## src/hw/rtl/gams_pkg.sv

```systemverilog
`default_nettype none
// ----------------------------------------------------------------------------
// gams_pkg
// Shared types and constants of the adjacency matrix store: request and
// status codes, controller states and the command/status bundles that join
// the controller to the datapath.
// ----------------------------------------------------------------------------
package gams_pkg;

  localparam int unsigned LABEL_W    = 8;
  localparam int unsigned REQ_W      = 2;
  localparam int unsigned CNT_W      = 3;
  localparam int unsigned STAT_W     = 2;
  localparam int unsigned CFG_IDX_W  = 3;
  localparam int unsigned LABEL_REGS = 5;

  // configuration register indexes
  localparam logic [CFG_IDX_W-1:0] CFG_VERTEX_COUNT = 3'd0;
  localparam logic [CFG_IDX_W-1:0] CFG_LABEL_BASE   = 3'd1;

  localparam logic [CNT_W-1:0] VERTEX_COUNT_RST = 3'd5;

  typedef enum logic [REQ_W-1:0] {
    REQ_INSERT = 2'd0,
    REQ_DELETE = 2'd1,
    REQ_QUERY  = 2'd2,
    REQ_RSVD   = 2'd3
  } req_e;

  typedef enum logic [STAT_W-1:0] {
    ST_DONE     = 2'd0,
    ST_NONE     = 2'd1,
    ST_NOTFOUND = 2'd2
  } status_e;

  typedef enum logic [2:0] {
    S_IDLE,
    S_FIND,
    S_EXEC,
    S_SCAN,
    S_OUT
  } state_e;

  typedef enum logic [1:0] {
    EMIT_NOTFOUND,
    EMIT_DONE,
    EMIT_SCAN
  } emit_e;

  // controller -> datapath
  typedef struct packed {
    logic  load;
    logic  find;
    logic  update;
    logic  load_row;
    logic  emit;
    emit_e emit_sel;
  } gams_cmd_t;

  // datapath -> controller
  typedef struct packed {
    logic in_rsvd;
    logic is_query;
    logic found1;
    logic found2;
    logic out_last;
  } gams_stat_t;

endpackage
`default_nettype wire

```

## src/hw/rtl/graph_adjacency_matrix_store.sv

```systemverilog
`default_nettype none
// ----------------------------------------------------------------------------
// graph_adjacency_matrix_store
// Symmetric adjacency bit matrix of an undirected graph with labeled
// vertices: edge insert and delete, and neighbor listing in row order.
// ----------------------------------------------------------------------------
//  channel   direction  handshake                  payload
//  in        sink       in_valid_i / in_ready_o    req_type, first/second_label
//  out       source     out_valid_o / out_ready_i  neighbor_label, status, last
//  cfg       sink       cfg_we_i (no wait)         cfg_index_i, cfg_data_i
//
//  One request at a time. Insert, delete and not-found answers pass through
//  lookup, execute and the result register before they are valid.
//  A query passes lookup, execute (row load) and a scan step before its first
//  result, and one more scan step after each result is taken: the scanner
//  hands out one neighbor per pass through the result register.
//  Reset clears the matrix and loads the default labels; no clearing pass.
//  A stalled result holds its register and the sequencer until taken.
// ----------------------------------------------------------------------------
module graph_adjacency_matrix_store
  import gams_pkg::*;
#(
  parameter int unsigned VERTICES = 5
) (
  input  wire logic                 clk_i,
  input  wire logic                 rst_ni,
  input  wire logic                 cfg_we_i,
  input  wire logic [CFG_IDX_W-1:0] cfg_index_i,
  input  wire logic [LABEL_W-1:0]   cfg_data_i,
  input  wire logic                 in_valid_i,
  output logic                      in_ready_o,
  input  wire logic [REQ_W-1:0]     req_type_i,
  input  wire logic [LABEL_W-1:0]   first_label_i,
  input  wire logic [LABEL_W-1:0]   second_label_i,
  output logic                      out_valid_o,
  input  wire logic                 out_ready_i,
  output logic [LABEL_W-1:0]        neighbor_label_o,
  output logic [STAT_W-1:0]         status_o,
  output logic                      last_o
);

  gams_cmd_t  cmd;
  gams_stat_t stat;

  // sequencer
  gams_ctrl u_ctrl (
    .clk_i       (clk_i),
    .rst_ni      (rst_ni),
    .in_valid_i  (in_valid_i),
    .out_ready_i (out_ready_i),
    .stat_i      (stat),
    .cmd_o       (cmd),
    .in_ready_o  (in_ready_o),
    .out_valid_o (out_valid_o)
  );

  // matrix, lookup and result path
  gams_dp #(
    .VERTICES (VERTICES)
  ) u_dp (
    .clk_i            (clk_i),
    .rst_ni           (rst_ni),
    .cfg_we_i         (cfg_we_i),
    .cfg_index_i      (cfg_index_i),
    .cfg_data_i       (cfg_data_i),
    .req_type_i       (req_type_i),
    .first_label_i    (first_label_i),
    .second_label_i   (second_label_i),
    .cmd_i            (cmd),
    .stat_o           (stat),
    .neighbor_label_o (neighbor_label_o),
    .status_o         (status_o),
    .last_o           (last_o)
  );

`ifndef SYNTHESIS
  // only one request in flight: never take input while a result is shown
  a_one_in_flight: assert property (@(posedge clk_i) disable iff (!rst_ni)
    !(in_ready_o && out_valid_o))
    else $error("input taken while a result is pending");

  // a status other than done ends the request and carries no label
  a_status_last: assert property (@(posedge clk_i) disable iff (!rst_ni)
    (out_valid_o && (status_o != ST_DONE)) |-> (last_o && (neighbor_label_o == '0)))
    else $error("non-done result without last or with a label");

  // after the final transaction of a request the block is free again
  a_last_frees: assert property (@(posedge clk_i) disable iff (!rst_ni)
    (out_valid_o && out_ready_i && last_o) |=> (in_ready_o && !out_valid_o))
    else $error("block not free after final result");

  // a reserved request gives no result
  a_rsvd_drop: assert property (@(posedge clk_i) disable iff (!rst_ni)
    (in_valid_i && in_ready_o && (req_type_i == REQ_RSVD)) |=> in_ready_o)
    else $error("reserved request was not dropped");
`endif

endmodule
`default_nettype wire

```

## src/hw/rtl/gams_ctrl.sv

```systemverilog
`default_nettype none
// ----------------------------------------------------------------------------
// gams_ctrl
// Sequencer of the store: takes one request at a time, steps it through
// label lookup, execution and result delivery: a result per neighbor found, else one.
// ----------------------------------------------------------------------------
module gams_ctrl
  import gams_pkg::*;
(
  input  wire logic       clk_i,
  input  wire logic       rst_ni,
  input  wire logic       in_valid_i,
  input  wire logic       out_ready_i,
  input  wire gams_stat_t stat_i,
  output gams_cmd_t       cmd_o,
  output logic            in_ready_o,
  output logic            out_valid_o
);

  state_e state_q, state_d;

  // state register
  always_ff @(posedge clk_i or negedge rst_ni) begin
    if (!rst_ni) begin
      state_q <= S_IDLE;
    end else begin
      state_q <= state_d;
    end
  end

  // next state and commands
  always_comb begin
    state_d        = state_q;
    cmd_o          = '0;
    cmd_o.emit_sel = EMIT_DONE;
    in_ready_o     = 1'b0;
    out_valid_o    = 1'b0;
    case (state_q)
      S_IDLE: begin
        in_ready_o = 1'b1;
        if (in_valid_i) begin
          cmd_o.load = 1'b1;
          // drop a reserved request without a result
          if (!stat_i.in_rsvd) begin
            state_d = S_FIND;
          end
        end
      end
      S_FIND: begin
        cmd_o.find = 1'b1;
        state_d    = S_EXEC;
      end
      S_EXEC: begin
        if (stat_i.is_query) begin
          if (stat_i.found1) begin
            cmd_o.load_row = 1'b1;
            state_d        = S_SCAN;
          end else begin
            cmd_o.emit     = 1'b1;
            cmd_o.emit_sel = EMIT_NOTFOUND;
            state_d        = S_OUT;
          end
        end else begin
          cmd_o.emit = 1'b1;
          state_d    = S_OUT;
          if (stat_i.found1 && stat_i.found2) begin
            cmd_o.update   = 1'b1;
            cmd_o.emit_sel = EMIT_DONE;
          end else begin
            cmd_o.emit_sel = EMIT_NOTFOUND;
          end
        end
      end
      S_SCAN: begin
        cmd_o.emit     = 1'b1;
        cmd_o.emit_sel = EMIT_SCAN;
        state_d        = S_OUT;
      end
      S_OUT: begin
        out_valid_o = 1'b1;
        if (out_ready_i) begin
          state_d = stat_i.out_last ? S_IDLE : S_SCAN;
        end
      end
      default: begin
        state_d = S_IDLE;
      end
    endcase
  end

endmodule
`default_nettype wire

```

## src/hw/rtl/gams_dp.sv

```systemverilog
`default_nettype none
// ----------------------------------------------------------------------------
// gams_dp
// Datapath of the store: configuration registers, request registers, label
// lookup, the symmetric adjacency matrix, the row scanner and the result
// register.
// ----------------------------------------------------------------------------
module gams_dp
  import gams_pkg::*;
#(
  parameter int unsigned VERTICES = 5
) (
  input  wire logic                 clk_i,
  input  wire logic                 rst_ni,
  input  wire logic                 cfg_we_i,
  input  wire logic [CFG_IDX_W-1:0] cfg_index_i,
  input  wire logic [LABEL_W-1:0]   cfg_data_i,
  input  wire logic [REQ_W-1:0]     req_type_i,
  input  wire logic [LABEL_W-1:0]   first_label_i,
  input  wire logic [LABEL_W-1:0]   second_label_i,
  input  wire gams_cmd_t            cmd_i,
  output gams_stat_t                stat_o,
  output logic [LABEL_W-1:0]        neighbor_label_o,
  output logic [STAT_W-1:0]         status_o,
  output logic                      last_o
);

  localparam int unsigned RowW      = $clog2(VERTICES);
  localparam int unsigned LabelRegs = (VERTICES < LABEL_REGS) ? VERTICES : LABEL_REGS;

  logic [CNT_W-1:0]    vcount_q;
  logic [LABEL_W-1:0]  label_q [LabelRegs];
  logic [LABEL_W-1:0]  lbl_w   [VERTICES];
  logic [CNT_W-1:0]    active_w;
  logic [VERTICES-1:0] act_mask_w;

  req_e               req_q;
  logic [LABEL_W-1:0] lbl1_q, lbl2_q;
  logic [RowW-1:0]    r1_q, r2_q, idx1_w, idx2_w;
  logic               f1_q, f2_q, hit1_w, hit2_w;

  logic [VERTICES-1:0] adj_q [VERTICES];
  logic [VERTICES-1:0] scan_q, scan_rest_w;
  logic [RowW-1:0]     low_idx_w;

  logic [LABEL_W-1:0] nb_q;
  status_e            st_q;
  logic               last_q;

  // configuration registers
  always_ff @(posedge clk_i or negedge rst_ni) begin
    if (!rst_ni) begin
      vcount_q <= VERTEX_COUNT_RST;
      for (int i = 0; i < LabelRegs; i++) begin
        label_q[i] <= LABEL_W'(i);
      end
    end else if (cfg_we_i) begin
      if (cfg_index_i == CFG_VERTEX_COUNT) begin
        vcount_q <= cfg_data_i[CNT_W-1:0];
      end
      for (int i = 0; i < LabelRegs; i++) begin
        if (cfg_index_i == CFG_LABEL_BASE + CFG_IDX_W'(i)) begin
          label_q[i] <= cfg_data_i;
        end
      end
    end
  end

  // row labels: rows past the register file keep their row number
  for (genvar j = 0; j < VERTICES; j++) begin : g_lbl
    if (j < LabelRegs) begin : g_reg
      assign lbl_w[j] = label_q[j];
    end else begin : g_fix
      assign lbl_w[j] = LABEL_W'(j);
    end
    assign act_mask_w[j] = (CNT_W'(j) < active_w);
  end

  // clamp the active count to the matrix size
  assign active_w = (vcount_q > CNT_W'(VERTICES)) ? CNT_W'(VERTICES) : vcount_q;

  // capture the request
  always_ff @(posedge clk_i) begin
    if (cmd_i.load) begin
      req_q  <= req_e'(req_type_i);
      lbl1_q <= first_label_i;
      lbl2_q <= second_label_i;
    end
  end

  // lowest active row matching each label
  always_comb begin
    hit1_w = 1'b0;
    hit2_w = 1'b0;
    idx1_w = '0;
    idx2_w = '0;
    for (int i = VERTICES - 1; i >= 0; i--) begin
      if (act_mask_w[i] && (lbl_w[i] == lbl1_q)) begin
        hit1_w = 1'b1;
        idx1_w = RowW'(i);
      end
      if (act_mask_w[i] && (lbl_w[i] == lbl2_q)) begin
        hit2_w = 1'b1;
        idx2_w = RowW'(i);
      end
    end
  end

  always_ff @(posedge clk_i) begin
    if (cmd_i.find) begin
      r1_q <= idx1_w;
      r2_q <= idx2_w;
    end
  end

  always_ff @(posedge clk_i or negedge rst_ni) begin
    if (!rst_ni) begin
      f1_q <= 1'b0;
      f2_q <= 1'b0;
    end else if (cmd_i.find) begin
      f1_q <= hit1_w;
      f2_q <= hit2_w;
    end
  end

  // adjacency matrix: set or clear both mirrored bits
  always_ff @(posedge clk_i or negedge rst_ni) begin
    if (!rst_ni) begin
      for (int i = 0; i < VERTICES; i++) begin
        adj_q[i] <= '0;
      end
    end else if (cmd_i.update) begin
      for (int i = 0; i < VERTICES; i++) begin
        for (int j = 0; j < VERTICES; j++) begin
          if (((RowW'(i) == r1_q) && (RowW'(j) == r2_q)) ||
              ((RowW'(i) == r2_q) && (RowW'(j) == r1_q))) begin
            adj_q[i][j] <= (req_q == REQ_INSERT);
          end
        end
      end
    end
  end

  // row scanner: lowest pending neighbor and what remains after it
  always_comb begin
    low_idx_w = '0;
    for (int i = VERTICES - 1; i >= 0; i--) begin
      if (scan_q[i]) begin
        low_idx_w = RowW'(i);
      end
    end
  end

  assign scan_rest_w = scan_q & (scan_q - VERTICES'(1));

  always_ff @(posedge clk_i or negedge rst_ni) begin
    if (!rst_ni) begin
      scan_q <= '0;
    end else if (cmd_i.load_row) begin
      scan_q <= adj_q[r1_q] & act_mask_w;
    end else if (cmd_i.emit && (cmd_i.emit_sel == EMIT_SCAN)) begin
      scan_q <= scan_rest_w;
    end
  end

  // result register
  always_ff @(posedge clk_i) begin
    if (cmd_i.emit) begin
      case (cmd_i.emit_sel)
        EMIT_NOTFOUND: begin
          nb_q <= '0;
          st_q <= ST_NOTFOUND;
        end
        EMIT_SCAN: begin
          if (scan_q == '0) begin
            nb_q <= '0;
            st_q <= ST_NONE;
          end else begin
            nb_q <= lbl_w[low_idx_w];
            st_q <= ST_DONE;
          end
        end
        default: begin
          nb_q <= '0;
          st_q <= ST_DONE;
        end
      endcase
    end
  end

  always_ff @(posedge clk_i or negedge rst_ni) begin
    if (!rst_ni) begin
      last_q <= 1'b0;
    end else if (cmd_i.emit) begin
      if (cmd_i.emit_sel == EMIT_SCAN) begin
        last_q <= (scan_q == '0) || (scan_rest_w == '0);
      end else begin
        last_q <= 1'b1;
      end
    end
  end

  // status toward the controller
  assign stat_o.in_rsvd  = (req_type_i == REQ_RSVD);
  assign stat_o.is_query = (req_q == REQ_QUERY);
  assign stat_o.found1   = f1_q;
  assign stat_o.found2   = f2_q;
  assign stat_o.out_last = last_q;

  assign neighbor_label_o = nb_q;
  assign status_o         = st_q;
  assign last_o           = last_q;

endmodule
`default_nettype wire

```

## config.mk

```make
export PLATFORM = sky130hd
export DESIGN_NAME = graph_adjacency_matrix_store
export DESIGN_NICKNAME = d
export VERILOG_FILES = /design/src/hw/rtl/gams_pkg.sv /design/src/hw/rtl/graph_adjacency_matrix_store.sv /design/src/hw/rtl/gams_ctrl.sv /design/src/hw/rtl/gams_dp.sv
export SDC_FILE = /design/constraint.sdc
export NUM_CORES = 1
export LEC_CHECK = 0
export BUFFER_PORTS_ARGS = -buffer_cell sky130_fd_sc_hd__buf_2
export CAP_MARGIN = 30
export CORE_ASPECT_RATIO = 0.5
export CORE_MARGIN = 10
export CORE_UTILIZATION = 35
export CTS_CLUSTER_DIAMETER = 150
export DETAILED_ROUTE_END_ITERATION = 7
export SETUP_SLACK_MARGIN = 0.1
export SLEW_MARGIN = 20
export SYNTH_ARGS = -nofsm -noshare
export SYNTH_HDL_FRONTEND = slang
export SYNTH_HIERARCHICAL = 1
export SYNTH_SLANG_ARGS = --single-unit
export TNS_END_PERCENT = 30
```

## constraint.sdc

```tcl
create_clock -name clk_i -period 2.1 [get_ports clk_i]
set_input_delay 0.42 -clock clk_i [delete_from_list [all_inputs] [get_ports clk_i]]
set_output_delay 0.42 -clock clk_i [all_outputs]
set_load 0.01 [all_outputs]
```

==> results.cfg, run 1 <==
[sta]
fin_tns_setup_ns = 0
setup_slack_ns = 0.0720
fin_crit_sh_pct = 96.6
fmax_mhz = 493
maxSlewViolCount = 0
grt_setup_unrepaired = yes
finalSetupViolations = 0
hold_violations = 0
fin_skew_ns = 0.00838
tightest_slew_ns = 0.635
final.min_clock_period_ns = 2.03
relSlewSlack_pct = 57.5

[floorplanning]
start_util_pct = 35.7
die_height_um = 111
die_area_um2 = 22500
io_pins = 47
coreArea_um2 = 16300
rows = 33
fp.dieW_um = 202

[clock_network]
clk_path_buf_depth = 2
cts_tree = built
numCtsBuffers = 9
cts_root_buf = clkbuf_16
clkLatencyLatePin_ns = 0.35
cts_max_level = 3
clock-sinks = 103
path_clk_slew_ns = 0.07
ctsHoldBuffers = 0

[grt]
grt_pass1_vias = 4009
antenna_found_initial = 1
gr-total-overflow = 0
grt_pass1_wl_um = 22900
track_usage_pct = 12.9
grt_max_degree = 70

[drt]
wl_per_cell_um = 19.0
routed_via_density = 5.09
ant_nets = 0
vias = 3947
drtPass1Iterations = 4
wl_um = 14700
drcViolationCount = 0
drt_iter0_markers = 318

[setup_path]
end_kind = flip-flop
crit_path_top_delay_cell = edfxtp_1
cp_max_fo = 6
path_class = reg2reg
cpPeakStageDelay_ns = 0.41
crit_chain = nor2b_4 -> and4b_1 -> nor2b_4 -> nand3b_1 -> o22ai_1 -> mux2_2
critPathArrivalTime_ns = 2.27
crit_path_frequent_cell = nor2b_4
worst_setup_path_start_kind = flip-flop
cp.required_ns = 2.34

[final_layout]
diodes = 0
nets = 577
area_growth_pct = 17.3
fillCellCount = 1537
drive_gt1_share_pct = 36.5
instances_no_fill = 775

[power]
pwr-share-comb_pct = 32.2
ir_drop_v = 0.000480
internal-power_mw = 4.69
total_leakage_power_nw = 2.63
p_seq_share_pct = 44.7
clockPowerShare_pct = 23.1
powerDensity_nw_per_um2 = 1050
switching_power_mw = 2.44
switching_share_pct = 34.2

[job]
drv_cap = 0

[placement]
io_buffers = 46
dp_slack_ns = 0.0530
place.detailed.hpwl_um = 10900
place_inst = 754
gp_congestion = 0.893

[outcome]
outcome = complete, no violations

[synth]
synth_fp_nets = 513
avgSynthCellArea_um2 = 12.1
synth_cell_types = 64
yosysWarnings = 6
ys_ff_latch = 103
synthArstFlopShare_pct = 67.0
yosysSeqAreaShare_pct = 47.4
postSynthCellCount = 479
syn_area_um2 = 5810
synth-edff-count = 34
synth-main-ff-cell = dfrtp_1

[hold_path]
hold_class = in2async
## power groups by stage
| stage | clock, mW | sequential [mW] | combinational (mW) |
|---|---|---|---|
| floorplan | 0 | 2.94 | 1.74 |
| global placement | 0 | 3.19 | 2.21 |
| detailed placement | 0 | 3.21 | 2.23 |
| CTS | 1.67 | 3.18 | 2.25 |
| global route | 1.75 | 3.26 | 2.50 |
| finish | 1.64 | 3.19 | 2.30 |
## critical path: cells and delay by family, from the launching register on
| family | cells | cell delay (ns) |
|---|---|---|
| flops | 1 | 0.41 |
| simple gates | 4 | 0.88 |
| mux | 1 | 0.35 |
| compound gates | 1 | 0.28 |
## state kept, by name, summed over array words and instances (netlist names)
register / count
u_dp/lbl1_q: 8
u_dp/neighbor_label_o: 8
u_dp/r1_q: 3
u_dp/label_q: 40
u_dp/lbl2_q: 8
u_dp/last_o: 1
u_dp/r2_q: 3
u_dp/status_o: 2
u_dp/f2_q: 1
u_dp/scan_q: 5
u_dp/req_q: 2
u_dp/f1_q: 1
u_ctrl/state_q: 3
u_dp/adj_q: 15
u_dp/vcount_q: 3
## cell families after synthesis
kind of cell / share of synthesized area [%]
adders and majority gates: 0.172
and+or+nand+nor: 13.2
buffers and inverters: 4.24
muxes: 15.1
xor gates and xnor gates: 12.2
AOI/OAI and AO/OA: 7.64
DFF: 47.4
## layer usage
| layer | global-route usage [%] | vias up | share of wire [%] |
|---|---|---|---|
| met3 | 2.89 | 14 | 4.7 |
| met1 | 17.5 | 1972 | 48 |
| met5 | 0 | - | 0.048 |
| met4 | 3.75 | 2 | 1.2 |
| li1 | - | 1883 | - |
| met2 | 20.0 | 76 | 46 |
## cells in the mapped netlist, types with 3 or more instances
master | instances | area [um^2]
and2_1 | 3 | 18.8
nor2b_1 | 10 | 62.6
mux4_2 | 10 | 225
buf_2 | 13 | 65.1
a21oi_1 | 13 | 65.1
o21ai_0 | 10 | 50.1
xnor2_1 | 56 | 490
nor3_1 | 14 | 70.1
nor4_1 | 5 | 31.3
nand2b_1 | 8 | 50.1
o41ai_1 | 6 | 52.6
clkbuf_1 | 5 | 18.8
nor3b_1 | 3 | 22.5
inv_1 | 5 | 18.8
xor2_1 | 25 | 219
mux2_2 | 54 | 608
o22ai_1 | 10 | 62.6
nor2_1 | 10 | 37.5
nand4_1 | 12 | 75.1
a31oi_1 | 5 | 31.3
buf_6 | 5 | 56.3
dfstp_2 | 7 | 184
nand2_1 | 21 | 78.8
edfxtp_1 | 34 | 1020
dfrtp_1 | 62 | 1550
nand3b_1 | 3 | 22.5
buf_4 | 8 | 60.1
o32a_1 | 3 | 30.0
nand3_1 | 15 | 75.1
## worst paths after layout
kind	startpoint	to	slack, ns	cells after the start
setup / recovery	u_dp/req_q[1]	u_dp/adj_q[19]	0.07	6
hold / removal	rst_ni	u_dp/label_q[21]	0.09	2
max in group asynchronous	rst_ni	u_dp/vcount_q[2]	1.67	2
hold reg to reg	u_dp/adj_q[4]	u_dp/adj_q[4]	0.53	2
setup reg to reg	u_dp/req_q[1]	u_dp/adj_q[19]	0.07	6
min in group clk_i	first_label_i[5]	u_dp/lbl1_q[5]	0.24	1
## area by class of cell
type	instances	area [um^2]	area share (%)
Inverter	5	18.8	0.275
Sequential cell	103	2760	40.4
Clock inverter	4	46.3	0.679
Multi-Input combinational cell	338	2910	42.7
Timing Repair Buffer	86	568	8.33
Clock buffer	12	236	3.47
Tap cell	227	284	4.16
## cells in the final DEF (no fill, tap or decap), types with 6 or more instances in the layout
cell and instances:
nor2b_1 6, xor2_1 25, nor3_1 14, nand3_1 15, o41ai_1 6, nand4_1 12
mux4_2 10, buf_4 37, dfrtp_1 62, edfxtp_1 34, o21ai_0 10, mux2_2 53
nand2_1 20, a21oi_1 13, clkbuf_16 9, buf_2 46, dfstp_2 7, xnor2_1 56
nand2b_1 7, nor2_1 10
## stage by stage
step                cell area (um^2)  hold WS (ns)  utilization (%)  total power [mW]
finish                          6820        0.0924             41.8              7.13
global route                    6820         0.128             41.8              7.50
CTS                             6710         0.102             41.1              7.10
detailed placement              6410         0.477             39.3              5.44
global placement                6410         0.474             39.3              5.41
floorplan                       5820         0.124                -              4.68
## what timing repair did
action,CTS,global route
pin swaps,1,1
resized for setup,3,14
endpoints found under the setup margin,4,11
buffers inserted,0,5
Power figures use the tool's default switching activity.
==> run 2: changes to the inputs <==
- SYNTH_HIERARCHICAL: 1 -> not set
==> run 2 against run 1 <==
Compared with the run above:
- total power increased by 2.9%
- highest routed layer is now met4
- global-route usage grew 0.63 points
- synthesized area grew 0.67%
- clock skew is 0.00053 ns higher
- critical path type unchanged
- final cell count rose by 4.1%
- routed wire length grew 5.4%
- fmax increased by 4.2%
- utilization decreased by 0.98 points
- synthesized cell count up 12%
- worst hold slack worse by 0.0050 ns
- largest power group unchanged
==> results.cfg, run 2 <==
[setup_path]
cp.required_ns = 2.33
worst_setup_path_start_kind = flip-flop
cpPeakStageDelay_ns = 0.54
reg2reg_slack_ns = 0.15
r2r_end = u_dp.adj_q[8]
end_kind = flip-flop
path_class = reg2reg
crit_buf_inv = 0
cp_max_fo = 8
critPathTopFamily = simple AND/OR/NAND/NOR gates
r2r-start = u_ctrl.state_q[1]
critPathArrivalTime_ns = 2.18
crit_chain = nor2b_4 -> nand4b_4 -> or4_4 -> nor2_1 -> mux2_2
crit_path_top_delay_cell = or4_4
r2r_cells = 5

[sta]
fin_skew_ns = 0.00891
fin_tns_setup_ns = 0
fin_crit_sh_pct = 92.6
grt_setup_unrepaired = yes
hold_violations = 0
final.min_clock_period_ns = 1.95
relSlewSlack_pct = 60.9
maxSlewViolCount = 0
tightest_slew_ns = 0.583
finalSetupViolations = 0
fmax_mhz = 514

[clock_network]
cts_max_level = 3
clkLatencyLatePin_ns = 0.35
numCtsBuffers = 9
clk_path_buf_depth = 2
clock-sinks = 103
path_clk_slew_ns = 0.07
cts_tree = built
cts_root_buf = clkbuf_16

[drt]
vias = 4417
drcViolationCount = 0
highest_layer = met4
wl_per_cell_um = 19.2
ant_nets = 0
wl_met1_um = 7510
drt_iter0_markers = 431
route.met2.wl_um = 6910
drtPass1Iterations = 5
route.met3.wl_um = 793
routed_via_density = 5.47
wl_um = 15500

[final_layout]
final_cell_mix = dfrtp_1, xnor2_1, mux2_2, buf_2, edfxtp_1
drive_gt1_share_pct = 28.4
fillCellCount = 1554
area_growth_pct = 14.4
seq_area_um2 = 2760
reg_top3 = u_dp.label_q: 40 flops, u_dp.adj_q: 15 flops
final_common_cell = dfrtp_1
nets = 609
largest_register_ffs = 40
instances_no_fill = 807
fin_util_pct = 40.8
final_area_um2 = 6700
top_register = u_dp.label_q
diodes = 0
multi_input_area_um2 = 2890

[hold_path]
hold_class = in2async

[power]
p_total_mw = 7.34
ir_drop_v = 0.000407
total_leakage_power_nw = 2.51
powerDensity_nw_per_um2 = 1100

[synth]
synth_fp_nets = 571
synthArstFlopShare_pct = 67.0
postSynthCellCount = 537
syn_area_um2 = 5850
synth_top_area_share_pct = 26.5
yosysWarnings = 0
avgSynthCellArea_um2 = 10.9
yosys-top-cells-count = dfrtp_1, xnor2_1, mux2_2
synth-main-ff-cell = dfrtp_1
synth_largest_area_cell = dfrtp_1
ys_ff_latch = 103
yosys-top-cells-area = dfrtp_1, edfxtp_1, mux2_2
synth-edff-count = 34
yosysSeqAreaShare_pct = 47.1
synth_cell_types = 57
yosysMostFrequentCell = dfrtp_1

[job]
drv_cap = 0

[grt]
grt_max_degree = 70
grt_pass1_wl_um = 24700
grt_pass1_vias = 4254
track_usage_pct = 13.5
gr-total-overflow = 0
antenna_found_initial = 0

[floorplanning]
rows = 33
io_pins = 47
die_height_um = 111
fp.dieW_um = 203
start_util_pct = 35.7
coreArea_um2 = 16400
die_area_um2 = 22600

[placement]
place.detailed.hpwl_um = 11500
place_inst = 791
gp_congestion = 0.942
io_buffers = 46
placed_cell_area_um2 = 6410

[outcome]
outcome = complete, no violations
run 2: cell count changes after synthesis, sizes merged, moves of 4 or more:
cell	delta
clkbuf	+32
buf	-18
o22ai	+13
a21oi	+11
a22oi	+11
nor2	+11
mux4	-8
o221ai	+7
nor2b	+6
nand3	-5
xor2	-5
o211ai	+4
xnor2	+4
run 2: cells by family after synthesis:
| group | count (synthesis) | synth area share (%) |
|---|---|---|
| AO/OA/AOI/OAI | 106 | 11.7 |
| XOR/XNOR | 80 | 12.0 |
| adder cells (fa/ha/maj) | 1 | 0.171 |
| buffers and inverters | 54 | 3.59 |
| flip-flops | 103 | 47.1 |
| multiplexers | 58 | 11.7 |
| AND/OR/NAND/NOR | 135 | 13.7 |
run 2: worst max-delay path by stage:
stage	from	endpoint	cells past startpoint
2_1_floorplan	u_ctrl.state_q[2]	u_dp.neighbor_label_o[0]	2
3_3_place_gp	u_dp.req_q[1]	u_dp.adj_q[20]	5
4_1_cts	u_ctrl.state_q[1]	u_dp.adj_q[20]	5
6_report	u_ctrl.state_q[1]	u_dp.adj_q[8]	5
5_1_grt	u_ctrl.state_q[1]	u_dp.adj_q[6]	5
3_5_place_dp	u_ctrl.state_q[1]	u_dp.adj_q[20]	5
run 2: area by class of cell:
cell class	instances	share of cell area (%)
Sequential cell	103	41.2
Clock buffer	12	3.53
Clock inverter	4	0.729
Multi-Input combinational cell	380	43.1
Timing Repair Buffer	74	6.77
Inverter	7	0.449
Tap cell	227	4.24
run 2: timing repair:
item | CTS | global route
setup buffers | 0 | 0
gates resized for setup | 0 | 1
hold buffers | 0 | 0
endpoints found under the setup margin | 0 | 11
run 2: stage by stage:
step	setup slack, ns	hold WS (ns)
4_1_cts	0.138	0.107
3_3_place_gp	0.194	0.476
5_1_grt	0.0648	0.121
2_1_floorplan	0.155	0.124
3_5_place_dp	0.151	0.478
6_report	0.155	0.0874
run 2: where the power goes:
group	switching (mW)	internal, mW	leakage (nW)	total (mW)
logic	1.20	1.18	1.19	2.38
registers	0.717	2.60	1.18	3.32
clock network	0.723	0.924	0.141	1.65
run 2: per-layer routing:
| metal | vias up | global-route usage [%] |
|---|---|---|
| met4 | 0 | 4.15 |
| li1 | 2048 | - |
| met5 | - | 0 |
| met3 | 22 | 2.49 |
| met1 | 2212 | 19.2 |
| met2 | 135 | 20.4 |
